<file path="src/rtl/sdf_pkg.sv">
// ----------------------------------------------------------------------------
// Stopwatch digit formatter package
// Shared widths, register map, glyph codes, item types and the constant
// divider used by the conversion stages.
// ----------------------------------------------------------------------------
package sdf_pkg;

    localparam int TICK_W    = 58;
    localparam int APB_AW    = 5;
    localparam int APB_DW    = 64;
    localparam int REG_SHIFT = 3;
    localparam int QDEPTH    = 2;

    // Register indexes on the configuration port.
    localparam logic [1:0] REG_KIND  = 2'd0;
    localparam logic [1:0] REG_LIMIT = 2'd1;
    localparam logic [1:0] REG_MODE  = 2'd2;
    localparam logic [1:0] REG_WIDTH = 2'd3;

    localparam logic [1:0] KIND_UP      = 2'd1;
    localparam logic [1:0] KIND_LOW     = 2'd2;
    localparam logic [1:0] KIND_SAMPLED = 2'd3;

    localparam logic [3:0] MODE_SHORT_MASK  = 4'hC;
    localparam logic [3:0] MODE_SHORT_VAL   = 4'h4;
    localparam logic [3:0] MODE_FORCE_SHORT = 4'h8;

    localparam logic [7:0] WIDTH_RESET = 8'd8;

    localparam logic [3:0] GLYPH_SEP   = 4'd10;
    localparam logic [3:0] GLYPH_BLANK = 4'd11;

    localparam logic [15:0] DIVISOR     = 16'h82EA;
    localparam logic [31:0] MS_PER_MIN  = 32'd60000;
    localparam logic [31:0] SHORT_ROUND = 32'd99;
    localparam logic [31:0] RECIP10     = 32'hCCCC_CCCD;
    localparam logic [31:0] RECIP6      = 32'hAAAA_AAAB;

    typedef struct packed {
        logic [TICK_W-1:0] ticks;
        logic              kind2;
        logic              short_form;
        logic [7:0]        col;
    } item_t;

    typedef struct packed {
        logic [31:0] x;
        logic        low;
        logic        short_form;
        logic [7:0]  col;
    } div_res_t;

    // Exact quotient by 10 or 6 for any 32-bit value, by reciprocal multiply.
    function automatic logic [31:0] div_by_const(input logic [31:0] x, input logic by_six);
        logic [63:0] prod;
        prod = {32'd0, x} * {32'd0, (by_six ? RECIP6 : RECIP10)};
        return by_six ? {2'd0, prod[63:34]} : {3'd0, prod[63:35]};
    endfunction

endpackage

</file>
<file path="src/rtl/sdf_front.sv">
// ----------------------------------------------------------------------------
// Stopwatch digit formatter front end
// Holds the configuration registers, accepts requests and reduces each one
// to the tick value and display flags that the back end needs.
// ----------------------------------------------------------------------------
module sdf_front
    import sdf_pkg::*;
(
    input  logic              clk,
    input  logic              rst_n,
    input  logic              psel,
    input  logic              penable,
    input  logic              pwrite,
    input  logic [APB_AW-1:0] paddr,
    input  logic [APB_DW-1:0] pwdata,
    output logic [APB_DW-1:0] prdata,
    output logic              pready,
    input  logic              start,
    output logic              busy,
    input  logic [TICK_W-1:0] elapsed_ticks,
    input  logic [TICK_W-1:0] sampled_ticks,
    input  logic              q_full,
    output logic              item_valid,
    output item_t             item
);

    logic [1:0]        kind_reg;
    logic [TICK_W-1:0] limit_reg;
    logic [3:0]        display_mode_reg;
    logic [7:0]        width_reg;
    logic              fv_reg;
    logic              fv_next;
    item_t             item_reg;

    logic [1:0]        reg_idx;
    logic              wr_en;
    logic              accept;
    logic              push;
    logic              short_sel;
    logic [TICK_W-1:0] ticks_sel;

    assign reg_idx = paddr[APB_AW-1:REG_SHIFT];
    assign wr_en   = psel && penable && pwrite;
    assign pready  = 1'b1;

    always_comb
    begin
        case (reg_idx)
            REG_KIND:  prdata = {{(APB_DW-2){1'b0}}, kind_reg};
            REG_LIMIT: prdata = {{(APB_DW-TICK_W){1'b0}}, limit_reg};
            REG_MODE:  prdata = {{(APB_DW-4){1'b0}}, display_mode_reg};
            REG_WIDTH: prdata = {{(APB_DW-8){1'b0}}, width_reg};
            default:   prdata = '0;
        endcase
    end

    always_ff @(posedge clk or negedge rst_n)
    begin
        if (!rst_n)
        begin
            kind_reg         <= '0;
            limit_reg        <= '0;
            display_mode_reg <= '0;
            width_reg        <= WIDTH_RESET;
        end
        else if (wr_en)
        begin
            case (reg_idx)
                REG_KIND:  kind_reg         <= pwdata[1:0];
                REG_LIMIT: limit_reg        <= pwdata[TICK_W-1:0];
                REG_MODE:  display_mode_reg <= pwdata[3:0];
                REG_WIDTH: width_reg        <= pwdata[7:0];
                default:   ;
            endcase
        end
    end

    // Past the limit, a count-up shows the limit and a count-down shows zero.
    always_comb
    begin
        if (kind_reg == KIND_SAMPLED)
            ticks_sel = sampled_ticks;
        else if (elapsed_ticks < limit_reg)
            ticks_sel = (kind_reg == KIND_UP) ? elapsed_ticks : limit_reg - elapsed_ticks;
        else
            ticks_sel = (kind_reg == KIND_UP) ? limit_reg : '0;
    end

    assign short_sel = ((display_mode_reg & MODE_SHORT_MASK) == MODE_SHORT_VAL)
                    || ((display_mode_reg & MODE_FORCE_SHORT) != 4'h0);

    // The front register frees itself whenever the queue has room.
    assign busy   = fv_reg && q_full;
    assign accept = start && !busy;
    assign push   = fv_reg && !q_full;

    always_comb
    begin
        fv_next = fv_reg;
        if (accept)
            fv_next = 1'b1;
        else if (push)
            fv_next = 1'b0;
    end

    always_ff @(posedge clk or negedge rst_n)
    begin
        if (!rst_n)
            fv_reg <= 1'b0;
        else
            fv_reg <= fv_next;
    end

    always_ff @(posedge clk)
    begin
        if (accept)
        begin
            item_reg.ticks      <= ticks_sel;
            item_reg.kind2      <= (kind_reg == KIND_LOW);
            item_reg.short_form <= short_sel;
            item_reg.col        <= width_reg - 8'd1;
        end
    end

    assign item_valid = push;
    assign item       = item_reg;

endmodule

</file>
<file path="src/rtl/sdf_queue.sv">
// ----------------------------------------------------------------------------
// Stopwatch digit formatter request queue
// A short first-in first-out buffer between the front end and the divider.
// ----------------------------------------------------------------------------
module sdf_queue
    import sdf_pkg::*;
(
    input  logic  clk,
    input  logic  rst_n,
    input  logic  push,
    input  item_t push_item,
    input  logic  pop,
    output item_t head,
    output logic  full,
    output logic  nonempty
);

    localparam int QPTR_W = $clog2(QDEPTH);
    localparam int QCNT_W = $clog2(QDEPTH + 1);

    item_t             entry_reg [QDEPTH];
    logic [QPTR_W-1:0] wr_ptr_reg;
    logic [QPTR_W-1:0] wr_ptr_next;
    logic [QPTR_W-1:0] rd_ptr_reg;
    logic [QPTR_W-1:0] rd_ptr_next;
    logic [QCNT_W-1:0] count_reg;
    logic [QCNT_W-1:0] count_next;

    assign full     = (count_reg == QCNT_W'(QDEPTH));
    assign nonempty = (count_reg != '0);
    assign head     = entry_reg[rd_ptr_reg];

    always_comb
    begin
        wr_ptr_next = wr_ptr_reg;
        rd_ptr_next = rd_ptr_reg;
        count_next  = count_reg;
        if (push)
            wr_ptr_next = (wr_ptr_reg == QPTR_W'(QDEPTH - 1)) ? '0 : wr_ptr_reg + 1'b1;
        if (pop)
            rd_ptr_next = (rd_ptr_reg == QPTR_W'(QDEPTH - 1)) ? '0 : rd_ptr_reg + 1'b1;
        if (push && !pop)
            count_next = count_reg + 1'b1;
        else if (pop && !push)
            count_next = count_reg - 1'b1;
    end

    always_ff @(posedge clk or negedge rst_n)
    begin
        if (!rst_n)
        begin
            wr_ptr_reg <= '0;
            rd_ptr_reg <= '0;
            count_reg  <= '0;
        end
        else
        begin
            wr_ptr_reg <= wr_ptr_next;
            rd_ptr_reg <= rd_ptr_next;
            count_reg  <= count_next;
        end
    end

    always_ff @(posedge clk)
    begin
        if (push)
            entry_reg[wr_ptr_reg] <= push_item;
    end

endmodule

</file>
<file path="src/rtl/sdf_div.sv">
// ----------------------------------------------------------------------------
// Stopwatch digit formatter tick divider
// Long division of the shifted tick count by the tick rate, seven quotient
// bits per cycle, then a hand-off stage that forms centiseconds and the
// lower-row flag.
// ----------------------------------------------------------------------------
module sdf_div
    import sdf_pkg::*;
(
    input  logic     clk,
    input  logic     rst_n,
    input  logic     q_valid,
    input  item_t    q_item,
    output logic     pop,
    output logic     res_valid,
    output div_res_t res,
    input  logic     res_take
);

    // The dividend is the tick count shifted left by six. Its top fifteen
    // bits stay below the divisor, so they seed the remainder directly.
    localparam int TOP_W   = 15;
    localparam int REST_W  = TICK_W + 6 - TOP_W;
    localparam int STEP_N  = 7;
    localparam int CNT_W   = 3;

    localparam logic [1:0] DV_IDLE = 2'd0;
    localparam logic [1:0] DV_RUN  = 2'd1;
    localparam logic [1:0] DV_DONE = 2'd2;

    logic [1:0]        state_reg;
    logic [1:0]        state_next;
    logic [CNT_W-1:0]  cnt_reg;
    logic [15:0]       rem_reg;
    logic [REST_W-1:0] bits_reg;
    logic [31:0]       quo_reg;
    logic              kind2_reg;
    logic              short_reg;
    logic [7:0]        col_reg;
    logic              rv_reg;
    logic              rv_next;
    div_res_t          res_reg;

    logic              xfer;
    logic              load;
    logic [15:0]       step_r;
    logic [REST_W-1:0] step_b;
    logic [31:0]       step_q;
    logic [16:0]       trial;

    assign xfer = (state_reg == DV_DONE) && (!rv_reg || res_take);
    assign load = q_valid && ((state_reg == DV_IDLE) || xfer);
    assign pop  = load;

    always_comb
    begin
        step_r = rem_reg;
        step_b = bits_reg;
        step_q = quo_reg;
        trial  = '0;
        for (int i = 0; i < STEP_N; i++)
        begin
            trial  = {step_r, step_b[REST_W-1]};
            step_b = {step_b[REST_W-2:0], 1'b0};
            if (trial >= {1'b0, DIVISOR})
            begin
                step_r = 16'(trial - {1'b0, DIVISOR});
                step_q = {step_q[30:0], 1'b1};
            end
            else
            begin
                step_r = trial[15:0];
                step_q = {step_q[30:0], 1'b0};
            end
        end
    end

    always_comb
    begin
        state_next = state_reg;
        case (state_reg)
            DV_IDLE:
            begin
                if (load)
                    state_next = DV_RUN;
            end
            DV_RUN:
            begin
                if (cnt_reg == '0)
                    state_next = DV_DONE;
            end
            DV_DONE:
            begin
                if (load)
                    state_next = DV_RUN;
                else if (xfer)
                    state_next = DV_IDLE;
            end
            default: state_next = DV_IDLE;
        endcase
    end

    always_comb
    begin
        rv_next = rv_reg;
        if (xfer)
            rv_next = 1'b1;
        else if (res_take)
            rv_next = 1'b0;
    end

    always_ff @(posedge clk or negedge rst_n)
    begin
        if (!rst_n)
        begin
            state_reg <= DV_IDLE;
            rv_reg    <= 1'b0;
        end
        else
        begin
            state_reg <= state_next;
            rv_reg    <= rv_next;
        end
    end

    always_ff @(posedge clk)
    begin
        if (load)
        begin
            rem_reg   <= {1'b0, q_item.ticks[TICK_W-1 -: TOP_W]};
            bits_reg  <= {q_item.ticks[TICK_W-TOP_W-1:0], 6'd0};
            quo_reg   <= '0;
            cnt_reg   <= CNT_W'(REST_W / STEP_N - 1);
            kind2_reg <= q_item.kind2;
            short_reg <= q_item.short_form;
            col_reg   <= q_item.col;
        end
        else if (state_reg == DV_RUN)
        begin
            rem_reg  <= step_r;
            bits_reg <= step_b;
            quo_reg  <= step_q;
            cnt_reg  <= cnt_reg - 1'b1;
        end
    end

    always_ff @(posedge clk)
    begin
        if (xfer)
        begin
            res_reg.x          <= div_by_const(quo_reg, 1'b0);
            res_reg.low        <= kind2_reg && (quo_reg < MS_PER_MIN);
            res_reg.short_form <= short_reg;
            res_reg.col        <= col_reg;
        end
    end

    assign res_valid = rv_reg;
    assign res       = res_reg;

endmodule

</file>
<file path="src/rtl/sdf_emit.sv">
// ----------------------------------------------------------------------------
// Stopwatch digit formatter glyph emitter
// Peels one digit per cycle off the centisecond value, none on a separator,
// and drives one glyph write per cycle, rightmost glyph first.
// ----------------------------------------------------------------------------
module sdf_emit
    import sdf_pkg::*;
(
    input  logic     clk,
    input  logic     rst_n,
    input  logic     in_valid,
    input  div_res_t in_res,
    output logic     take,
    output logic     strobe,
    output logic [7:0] column,
    output logic [3:0] glyph,
    output logic     lower_row,
    output logic     last
);

    localparam logic [1:0] EM_IDLE  = 2'd0;
    localparam logic [1:0] EM_PREP1 = 2'd1;
    localparam logic [1:0] EM_PREP2 = 2'd2;
    localparam logic [1:0] EM_GLYPH = 2'd3;

    localparam logic [2:0] STEP_SEP_CS      = 3'd2;
    localparam logic [2:0] STEP_FIRST_SHORT = 3'd3;
    localparam logic [2:0] STEP_S_TENS      = 3'd4;
    localparam logic [2:0] STEP_SEP_MIN     = 3'd5;
    localparam logic [2:0] STEP_LAST        = 3'd7;

    logic [1:0]  state_reg;
    logic [1:0]  state_next;
    logic [2:0]  step_reg;
    logic [2:0]  step_next;
    logic [31:0] val_reg;
    logic [31:0] val_next;
    logic [7:0]  col_reg;
    logic        low_reg;
    logic        strobe_reg;
    logic [7:0]  column_reg;
    logic [3:0]  glyph_reg;
    logic        lower_row_reg;
    logic        last_reg;

    logic        ready;
    logic        by_six;
    logic        is_sep;
    logic [31:0] mul_in;
    logic [31:0] quot;
    logic [31:0] quot_k;
    logic [3:0]  digit;
    logic [3:0]  glyph_next;

    assign ready = (state_reg == EM_IDLE) || ((state_reg == EM_GLYPH) && (step_reg == STEP_LAST));
    assign take  = in_valid && ready;

    assign by_six = (state_reg == EM_GLYPH) && (step_reg == STEP_S_TENS);
    assign is_sep = step_reg inside {STEP_SEP_CS, STEP_SEP_MIN};

    // Short form rounds up to whole seconds: (cs + 99) / 10 / 10.
    assign mul_in = (state_reg == EM_PREP1) ? val_reg + SHORT_ROUND : val_reg;
    assign quot   = div_by_const(mul_in, by_six);
    assign quot_k = by_six ? (quot << 2) + (quot << 1) : (quot << 3) + (quot << 1);
    assign digit  = 4'(val_reg - quot_k);

    always_comb
    begin
        if (is_sep)
            glyph_next = GLYPH_SEP;
        else if ((step_reg == STEP_LAST) && (val_reg == '0))
            glyph_next = GLYPH_BLANK;
        else
            glyph_next = digit;
    end

    always_comb
    begin
        state_next = state_reg;
        step_next  = step_reg;
        val_next   = val_reg;
        case (state_reg)
            EM_IDLE: ;
            EM_PREP1:
            begin
                val_next   = quot;
                state_next = EM_PREP2;
            end
            EM_PREP2:
            begin
                val_next   = quot;
                state_next = EM_GLYPH;
            end
            EM_GLYPH:
            begin
                if (!is_sep)
                    val_next = quot;
                if (step_reg == STEP_LAST)
                    state_next = EM_IDLE;
                else
                    step_next = step_reg + 3'd1;
            end
            default: state_next = EM_IDLE;
        endcase
        if (take)
        begin
            val_next   = in_res.x;
            state_next = in_res.short_form ? EM_PREP1 : EM_GLYPH;
            step_next  = in_res.short_form ? STEP_FIRST_SHORT : '0;
        end
    end

    always_ff @(posedge clk or negedge rst_n)
    begin
        if (!rst_n)
        begin
            state_reg  <= EM_IDLE;
            step_reg   <= '0;
            strobe_reg <= 1'b0;
        end
        else
        begin
            state_reg  <= state_next;
            step_reg   <= step_next;
            strobe_reg <= (state_reg == EM_GLYPH);
        end
    end

    always_ff @(posedge clk)
    begin
        val_reg       <= val_next;
        column_reg    <= col_reg - {5'd0, step_reg};
        glyph_reg     <= glyph_next;
        lower_row_reg <= low_reg;
        last_reg      <= (step_reg == STEP_LAST);
        if (take)
        begin
            col_reg <= in_res.col;
            low_reg <= in_res.low;
        end
    end

    assign strobe    = strobe_reg;
    assign column    = column_reg;
    assign glyph     = glyph_reg;
    assign lower_row = lower_row_reg;
    assign last      = last_reg && strobe_reg;

endmodule

</file>
<file path="src/rtl/stopwatch_digit_formatter_core.sv">
// ----------------------------------------------------------------------------
// Stopwatch digit formatter core
// Turns one stopwatch tick count into the glyph writes of an MM:SS.cc display.
//
// Configuration goes through the APB port (kind, limit, display_mode, width at
// byte addresses 0, 8, 16, 24), to be written by the user while the core is
// idle; the core does not enforce this. A request is accepted on a clock edge
// with start high and busy low; it carries elapsed_ticks and sampled_ticks.
// Each request yields eight glyph writes in long form or five in short form,
// rightmost first, one per cycle, each shown for one cycle with strobe high;
// last marks the final one. Short form adds the emitter's rounding prep stages
// before the first glyph. The divider retires seven quotient bits per cycle
// and loads the next request as it hands a result on. busy rises only when
// the front register and the two-entry queue ahead of the divider are both
// full. Results cannot be held off by the receiver. Reset returns the
// registers to kind 0, limit 0, display_mode 0, width 8 and empties the
// pipeline.
// ----------------------------------------------------------------------------
module stopwatch_digit_formatter_core
    import sdf_pkg::*;
(
    input  logic              clk,
    input  logic              rst_n,
    input  logic              psel,
    input  logic              penable,
    input  logic              pwrite,
    input  logic [APB_AW-1:0] paddr,
    input  logic [APB_DW-1:0] pwdata,
    output logic [APB_DW-1:0] prdata,
    output logic              pready,
    input  logic              start,
    output logic              busy,
    input  logic [TICK_W-1:0] elapsed_ticks,
    input  logic [TICK_W-1:0] sampled_ticks,
    output logic              strobe,
    output logic [7:0]        column,
    output logic [3:0]        glyph,
    output logic              lower_row,
    output logic              last
);

    logic     q_full;
    logic     q_nonempty;
    logic     push;
    logic     pop;
    item_t    push_item;
    item_t    head;
    logic     res_valid;
    logic     res_take;
    div_res_t res;

    sdf_front u_front (
        .clk           (clk),
        .rst_n         (rst_n),
        .psel          (psel),
        .penable       (penable),
        .pwrite        (pwrite),
        .paddr         (paddr),
        .pwdata        (pwdata),
        .prdata        (prdata),
        .pready        (pready),
        .start         (start),
        .busy          (busy),
        .elapsed_ticks (elapsed_ticks),
        .sampled_ticks (sampled_ticks),
        .q_full        (q_full),
        .item_valid    (push),
        .item          (push_item)
    );

    sdf_queue u_queue (
        .clk       (clk),
        .rst_n     (rst_n),
        .push      (push),
        .push_item (push_item),
        .pop       (pop),
        .head      (head),
        .full      (q_full),
        .nonempty  (q_nonempty)
    );

    sdf_div u_div (
        .clk       (clk),
        .rst_n     (rst_n),
        .q_valid   (q_nonempty),
        .q_item    (head),
        .pop       (pop),
        .res_valid (res_valid),
        .res       (res),
        .res_take  (res_take)
    );

    sdf_emit u_emit (
        .clk       (clk),
        .rst_n     (rst_n),
        .in_valid  (res_valid),
        .in_res    (res),
        .take      (res_take),
        .strobe    (strobe),
        .column    (column),
        .glyph     (glyph),
        .lower_row (lower_row),
        .last      (last)
    );

endmodule

</file>
<file path="config.mk">
export PLATFORM = sky130hd
export DESIGN_NAME = stopwatch_digit_formatter_core
export DESIGN_NICKNAME = d
export VERILOG_FILES = /design/src/rtl/sdf_pkg.sv /design/src/rtl/sdf_front.sv /design/src/rtl/sdf_queue.sv /design/src/rtl/sdf_div.sv /design/src/rtl/sdf_emit.sv /design/src/rtl/stopwatch_digit_formatter_core.sv
export SDC_FILE = /design/constraint.sdc
export NUM_CORES = 2
export LEC_CHECK = 0
export BUFFER_PORTS_ARGS = -buffer_cell sky130_fd_sc_hd__buf_4
export CAP_MARGIN = 20
export CORE_ASPECT_RATIO = 1.75
export CORE_UTILIZATION = 49
export CTS_CLUSTER_SIZE = 20
export DETAILED_ROUTE_END_ITERATION = 10
export PLACE_DENSITY = 0.67
export SLEW_MARGIN = 20
export SYNTH_ARGS = -nofsm -noshare
export SYNTH_HDL_FRONTEND = slang
export SYNTH_SLANG_ARGS = --single-unit
</file>
<file path="constraint.sdc">
create_clock -name clk -period 32.4 [get_ports clk]
set_input_delay 3.24 -clock clk [delete_from_list [all_inputs] [get_ports clk]]
set_output_delay 3.24 -clock clk [all_outputs]
set_load 0.02 [all_outputs]
</file>
== After elaboration in Yosys (flattened, before gate mapping) ==
Memories as Yosys holds them, arrays and structs flattened.
Cells that the tools add are included.

* Input port bits: 191
* Word-level logic and storage cells: 195
* RAM bits: 136
* Bits in registers: 352
* Memories: 1

{| class="wikitable"
|+ Memory list
! memory !! words !! width !! read ports !! clocked after memory_dff !! wr ports !! RTL line !! source
|-
| u_queue.entry_reg || 2 || 68 || 1 || 0 || 1 || sdf_queue.sv:21 || <nowiki>item_t entry_reg [QDEPTH];</nowiki>
|}

* Equality and inequality tests: 23
* $add $sub $neg: 20
* Reduce and logical (&&, ||, !) cells: 48
* Order comparisons: 9
* Multiplexer cells: 54
* $mul: 2

{| class="wikitable"
|+ Operator list
! operator !! number
|-
| $pmux 64 s4 || 1
|-
| $mux 58 || 4
|-
| $ge 17x16->1 const B || 7
|-
| $mux 16 || 7
|-
| $sub 16x16->16 const B || 7
|-
| $mux 49 || 2
|-
| $mul 32x32->64 || 1
|-
| $mul 32x32->64 const B || 1
|-
| $mux 32 || 2
|-
| $pmux 32 s2 || 1
|-
| $lt 58x58->1 || 1
|-
| $sub 58x58->58 || 1
|-
| $add 32x7->32 const B || 1
|-
| $logic_not 32->1 || 1
|-
| $lt 32x16->1 const B || 1
|-
| $mux 31 || 1
|-
| $mux 15 || 2
|-
| $mux 30 || 1
|-
| $mux 29 || 1
|-
| $mux 2 || 10
|-
| $eq 2x2->1 const B || 8
|-
| $mux 1 || 16
|-
| $logic_and 1x1->1 || 15
|-
| $reduce_and 2->1 || 7
|-
| 28 further kinds || 57
|}

== Longest topological paths before layout ==
* Word-level depth: 16
* Depth in mapped cells: 54

== Cells and area by module ==
From an unflattened synthesis, not the netlist that was laid out.

* Cell total of the unflattened synthesis: 6897
* Area total of the unflattened synthesis: 68714.7 sq um

{| class="wikitable"
|+ Modules (own cells, without submodules)
! module !! instances !! sequential area each (sq um) !! area an instance (sq um) !! cells an instance
|-
| sdf_div || 1 || 4008.8 || 26654.3 || 2737
|-
| sdf_emit || 1 || 1661.6 || 25589.5 || 2664
|-
| sdf_front || 1 || 3870.0 || 11332.1 || 1268
|-
| sdf_queue || 1 || 4184.0 || 5138.7 || 228
|}

== Worst setup path before layout ==
Ideal clock, no wire load.

* Path kind: reg-to-reg
* Start point: register u_div.rem_reg[9]
* End point: register u_div.rem_reg[2] (data pin)
* Path buffers: 6
* Arrival: 12174 ps
* Setup time: 261 ps
* Stages on the path, launching flop included: 51
* Path slack: 19965 ps
* Cells stage by stage: edfxtp_1 buf_2 or4_4 or3_1 o311a_2 buf_2 xnor2_1 inv_1 ha_1 nor2_1 mux2_2 o211a_1 o211ai_2 nand3_2 buf_2 nor2_4 xnor2_1 ha_1 [15 not listed] o311ai_4 and2_1 buf_2 xnor2_1 inv_1 ha_1 a2111oi_0 o21ai_0 a311oi_1 o21a_1 o31a_1 buf_4 nand3_1 xor2_1 or4b_4 o31ai_4 a2111oi_0 a311o_1

* Cells in the longest elaborated chain, start to end: 16
* Elaborated cells on any way between the ends: 23

{| class="wikitable"
|+ Ends and longest elaborated chain
! element !! RTL line !! source
|-
| from (decl) || sdf_div.sv:34 || <nowiki>logic [15:0] rem_reg;</nowiki>
|-
| from (signal assigned) || sdf_div.sv:130 || <nowiki>rem_reg <= {1'b0, q_item.ticks[TICK_W-1 -: TOP_W]};</nowiki>
|-
| from (signal assigned) || sdf_div.sv:140 || <nowiki>rem_reg <= step_r;</nowiki>
|-
| $sub 16x16->16 / $ge 17x16->1 (equally long branches) || sdf_div.sv:67, sdf_div.sv:65 ||
|-
| $mux 16 * || sdf_div.sv:65 || <nowiki>if (trial >= {1'b0, DIVISOR})</nowiki>
|-
| $sub 16x16->16 / $ge 17x16->1 (equally long branches) || sdf_div.sv:67, sdf_div.sv:65 ||
|-
| $mux 16 * || sdf_div.sv:65 ||
|-
| $sub 16x16->16 / $ge 17x16->1 (equally long branches) || sdf_div.sv:67, sdf_div.sv:65 ||
|-
| $mux 16 * || sdf_div.sv:65 ||
|-
| $sub 16x16->16 / $ge 17x16->1 (equally long branches) || sdf_div.sv:67, sdf_div.sv:65 ||
|-
| $mux 16 * || sdf_div.sv:65 ||
|-
| $sub 16x16->16 / $ge 17x16->1 (equally long branches) || sdf_div.sv:67, sdf_div.sv:65 ||
|-
| $mux 16 * || sdf_div.sv:65 ||
|-
| $ge 17x16->1 / $sub 16x16->16 (equally long branches) || sdf_div.sv:65, sdf_div.sv:67 ||
|-
| $mux 16 * || sdf_div.sv:65 ||
|-
| $sub 16x16->16 / $ge 17x16->1 (equally long branches) || sdf_div.sv:67, sdf_div.sv:65 ||
|-
| $mux 16 * || sdf_div.sv:65 ||
|-
| $mux 15 * || sdf_div.sv:138 || <nowiki>else if (state_reg == DV_RUN)</nowiki>
|-
| $mux 15 * || sdf_div.sv:128 || <nowiki>if (load)</nowiki>
|}

Every way passes the cells marked *; elsewhere a longest branch is shown, timed or not. The select of a mux whose other input is x is not followed.
A chain may end at the register's enable or synchronous reset.

== Worst setup path after layout ==
* Start point: register u_div.rem_reg[0]
* End point: register u_div.rem_reg[8] (data pin)

* Cells in the longest elaborated chain, start to end: 16
* Elaborated cells on any way between the ends: 23

{| class="wikitable"
|+ Ends and longest elaborated chain
! element !! RTL line
|-
| $sub 16x16->16 / $ge 17x16->1 (equally long branches) || sdf_div.sv:67, sdf_div.sv:65
|-
| $mux 16 * || sdf_div.sv:65
|-
| $sub 16x16->16 / $ge 17x16->1 (equally long branches) || sdf_div.sv:67, sdf_div.sv:65
|-
| $mux 16 * || sdf_div.sv:65
|-
| $sub 16x16->16 / $ge 17x16->1 (equally long branches) || sdf_div.sv:67, sdf_div.sv:65
|-
| $mux 16 * || sdf_div.sv:65
|-
| $sub 16x16->16 / $ge 17x16->1 (equally long branches) || sdf_div.sv:67, sdf_div.sv:65
|-
| $mux 16 * || sdf_div.sv:65
|-
| $sub 16x16->16 / $ge 17x16->1 (equally long branches) || sdf_div.sv:67, sdf_div.sv:65
|-
| $mux 16 * || sdf_div.sv:65
|-
| $sub 16x16->16 / $ge 17x16->1 (equally long branches) || sdf_div.sv:67, sdf_div.sv:65
|-
| $mux 16 * || sdf_div.sv:65
|-
| $sub 16x16->16 / $ge 17x16->1 (equally long branches) || sdf_div.sv:67, sdf_div.sv:65
|-
| $mux 16 * || sdf_div.sv:65
|-
| $mux 15 * || sdf_div.sv:138
|-
| $mux 15 * || sdf_div.sv:128
|}

Marked as above.

==> flow_metrics.py <==
metrics = {
    "placement": {
        "place_area_um2": 69200,
        "port_buffers": 255,
        "hpwl_mm": 167,
        "place.gp.congestion": 1.03,
    },
    "synth": {
        "synth_cells": 6489,
        "yosys.area_share.simple": 0.0847,
        "netlist_area_um2": 65300,
        "synth_compound_area_frac": 0.0993,
        "synth_fa_ha_area_frac": 0.448,
        "ys_types": 113,
        "synth_top_family_by_area": "adder cells",
        "synthXorXnorAreaFrac": 0.0272,
        "postSynthAreaPerCell_um2": 10.1,
        "synth_seq_cells": 486,
        "synth_edf_count": 350,
        "ys.flop_type": "edfxtp_1",
        "ys_seq_area_frac": 0.209,
        "synthMuxAreaShare": 0.0285,
        "async_flop_share": 0.177,
        "synth_warnings": 0,
    },
    "cts": {
        "clock_sinks": 486,
        "cts_hold_buf": 0,
        "postCtsSetupRepairBufs": 0,
        "numCtsBuffers": 45,
        "htree_num_levels": 2,
        "clk_path_buf_depth": 3,
        "cts_tree": "done",
        "insertion_delay_ps": 610,
        "path_clk_slew_ps": 70,
        "clockRootBuffer": "clkbuf_16",
        "cts_resized": 0,
    },
    "sta": {
        "fin_crit_sh": 0.497,
        "fin_setup_tns_ps": 0,
        "finalHoldViolations": 0,
        "fmax_mhz": 62.1,
        "finClkSkew_ps": 35.4,
        "rsz0062_at_grt": "false",
        "relSlewSlack": 0.253,
        "setup_viol": 0,
        "fin_crit_ps": 16090,
        "worst_slew_pin_slew_ps": 1110,
        "finalMaxSlewViolations": 0,
    },
    "critical_path": {
        "cp_max_fo": 18,
        "slowest_stage": "nor3_1",
        "crit_arrival_ps": 16450,
        "critPathKind": "reg2reg",
        "crit_path_end_kind": "flop",
        "required_ps": 32760,
        "cp-start-kind": "flop",
        "critical-path-max-stage-delay_ps": 840,
    },
    "detailed_routing": {
        "drc": 0,
        "route.vias.total": 47127,
        "wl_mm": 195,
        "ant_nets": 0,
        "via_per_inst": 5.57,
        "wl_per_cell_um": 23.1,
        "drt_iter0_markers": 2193,
        "dr.pass1.iters": 5,
    },
    "run": {
        "max_cap_viol_count": 0,
    },
    "layout": {
        "drive_gt1_frac": 0.0819,
        "design_area_um2": 70900,
        "largest_reg_flops": 136,
        "seq_area_um2": 13700,
        "fin_nets": 8658,
        "multi_input_area_um2": 45100,
        "syn_to_final_growth_pct": 8.60,
        "nFillCells": 11770,
    },
    "die": {
        "ioPinCount": 272,
        "die_area_um2": 135000,
        "core_um2": 132000,
        "start_util": 0.495,
        "fp.dieH_um": 485,
        "rows": 176,
        "die_w_um": 278,
    },
    "hold_path": {
        "hold_class": "reg2reg",
    },
    "global_route": {
        "grt.total_usage": 0.295,
        "antenna_found_initial": 8,
        "grt_pass1_wl_mm": 298,
        "grt_max_degree": 69,
        "grt_pass1_vias": 51445,
        "grt-ovfl-total": 0,
    },
    "run_status": {
        "status": "finished clean",
    },
}
-- per-stage QoR --
step	utilization	hold WS (ps)	std cells	worst slack (ps)
final	0.538	361	8455	16310
after global placement	0.525	350	8361	16670
after CTS	0.537	362	8444	16470
after global routing	0.537	362	8452	15460
after detailed placement	0.525	345	8361	16560
after floorplan	-	323	6530	19970
-- Yosys cell counts (13+ instances only) --
library cell / instances / area share
nand3_1: 88 / 0.0067
o31a_1: 14 / 0.0019
o22ai_1: 65 / 0.0062
or3_1: 35 / 0.0034
nand2b_1: 35 / 0.0034
or2_2: 15 / 0.0014
o21ai_0: 205 / 0.016
a21oi_1: 264 / 0.020
nand4_1: 29 / 0.0028
mux2_2: 89 / 0.015
xor2_1: 70 / 0.0094
fa_1: 981 / 0.30
o211ai_1: 21 / 0.0024
o21a_1: 36 / 0.0041
a211o_1: 13 / 0.0017
nor2_1: 271 / 0.016
a211oi_1: 69 / 0.0079
edfxtp_1: 350 / 0.16
inv_1: 1613 / 0.093
mux2i_1: 79 / 0.012
nor2b_1: 42 / 0.0040
dfxtp_1: 50 / 0.015
a21o_1: 54 / 0.0062
o31ai_1: 31 / 0.0036
and3_1: 24 / 0.0023
dfrtp_1: 85 / 0.033
xnor2_1: 125 / 0.017
and2_1: 78 / 0.0075
buf_1: 23 / 0.0013
a2111oi_0: 14 / 0.0019
nor3_1: 91 / 0.0070
a31oi_1: 29 / 0.0028
clkbuf_1: 119 / 0.0068
nand2_1: 319 / 0.018
ha_1: 768 / 0.15
nor4_1: 36 / 0.0034
-- logic make-up (layout without fill, tap and decap cells) --
| group | count (synthesis) | count (layout) |
|---|---|---|
| AOI/OAI and AO/OA | 979 | 979 |
| buffers and inverters | 1777 | 2001 |
| other | 2 | 53 |
| DFF | 486 | 486 |
| and+or+nand+nor | 1125 | 1125 |
| muxes | 172 | 172 |
| xor gates and xnor gates | 199 | 199 |
| adders and majority gates | 1749 | 1749 |
-- placed cells by master (no fill, tap or decap), drive strengths merged, types with 35 or more instances in the layout --
master | netlist | layout
a211oi | 70 | 70
a21o | 54 | 54
a21oi | 264 | 264
and2 | 78 | 78
buf | 43 | 303
clkbuf | 119 | 55
conb | 2 | 43
dfrtp | 85 | 85
dfxtp | 50 | 50
edfxtp | 350 | 350
fa | 981 | 981
ha | 768 | 768
inv | 1613 | 1615
mux2 | 90 | 90
mux2i | 80 | 80
nand2 | 320 | 320
nand2b | 35 | 35
nand3 | 89 | 89
nor2 | 273 | 273
nor2b | 42 | 42
nor3 | 93 | 93
nor4 | 38 | 38
o21a | 36 | 36
o21ai | 207 | 207
o22ai | 67 | 67
o31ai | 35 | 35
or3 | 35 | 35
xnor2 | 127 | 127
xor2 | 72 | 72
-- per-layer routing --
layer,track usage,vias to the layer above,part of all wire
li1,-,21549,-
met1,0.281,23400,0.32
met2,0.558,1501,0.54
met3,0.0317,675,0.038
met4,0.257,2,0.10
met5,0,-,0.000056
-- worst max-delay path, delay by kind of cell, from the launching register on --
kind	cells	cell delay (ps)
buffers and inverters	8	1290
flip-flops	1	460
AO/OA/AOI/OAI	17	5700
adder cells (fa/ha/maj)	5	1250
AND/OR/NAND/NOR	13	5550
multiplexers	1	300
XOR/XNOR	5	1230
-- worst paths after layout --
check	startpoint	to	slack (ps)	cells past startpoint
setup reg to reg	u_div.rem_reg[0]	u_div.rem_reg[8]	16310	49
hold reg to reg	u_emit.low_reg	u_emit.lower_row	360	0
max in group asynchronous	rst_n	u_queue.rd_ptr_reg	28560	2
hold / removal	u_emit.low_reg	u_emit.lower_row	360	0
min in group asynchronous	rst_n	u_front.limit_reg[31]	2560	1
setup / recovery	u_div.rem_reg[0]	u_div.rem_reg[8]	16310	49
-- layout make-up --
class / instances / share of cell area
flip-flops and latches: 486 / 0.193
inverters: 1615 / 0.0855
clock buffers: 55 / 0.0171
well taps: 1691 / 0.0298
clock inverters: 28 / 0.00563
multi-input cells: 4267 / 0.636
repair buffers: 303 / 0.0323
diodes: 10 / 0.000353
Power is left out: the tool's default activity adds up to more than one toggle a clock period on the data nets, which glitch-free logic cannot reach.
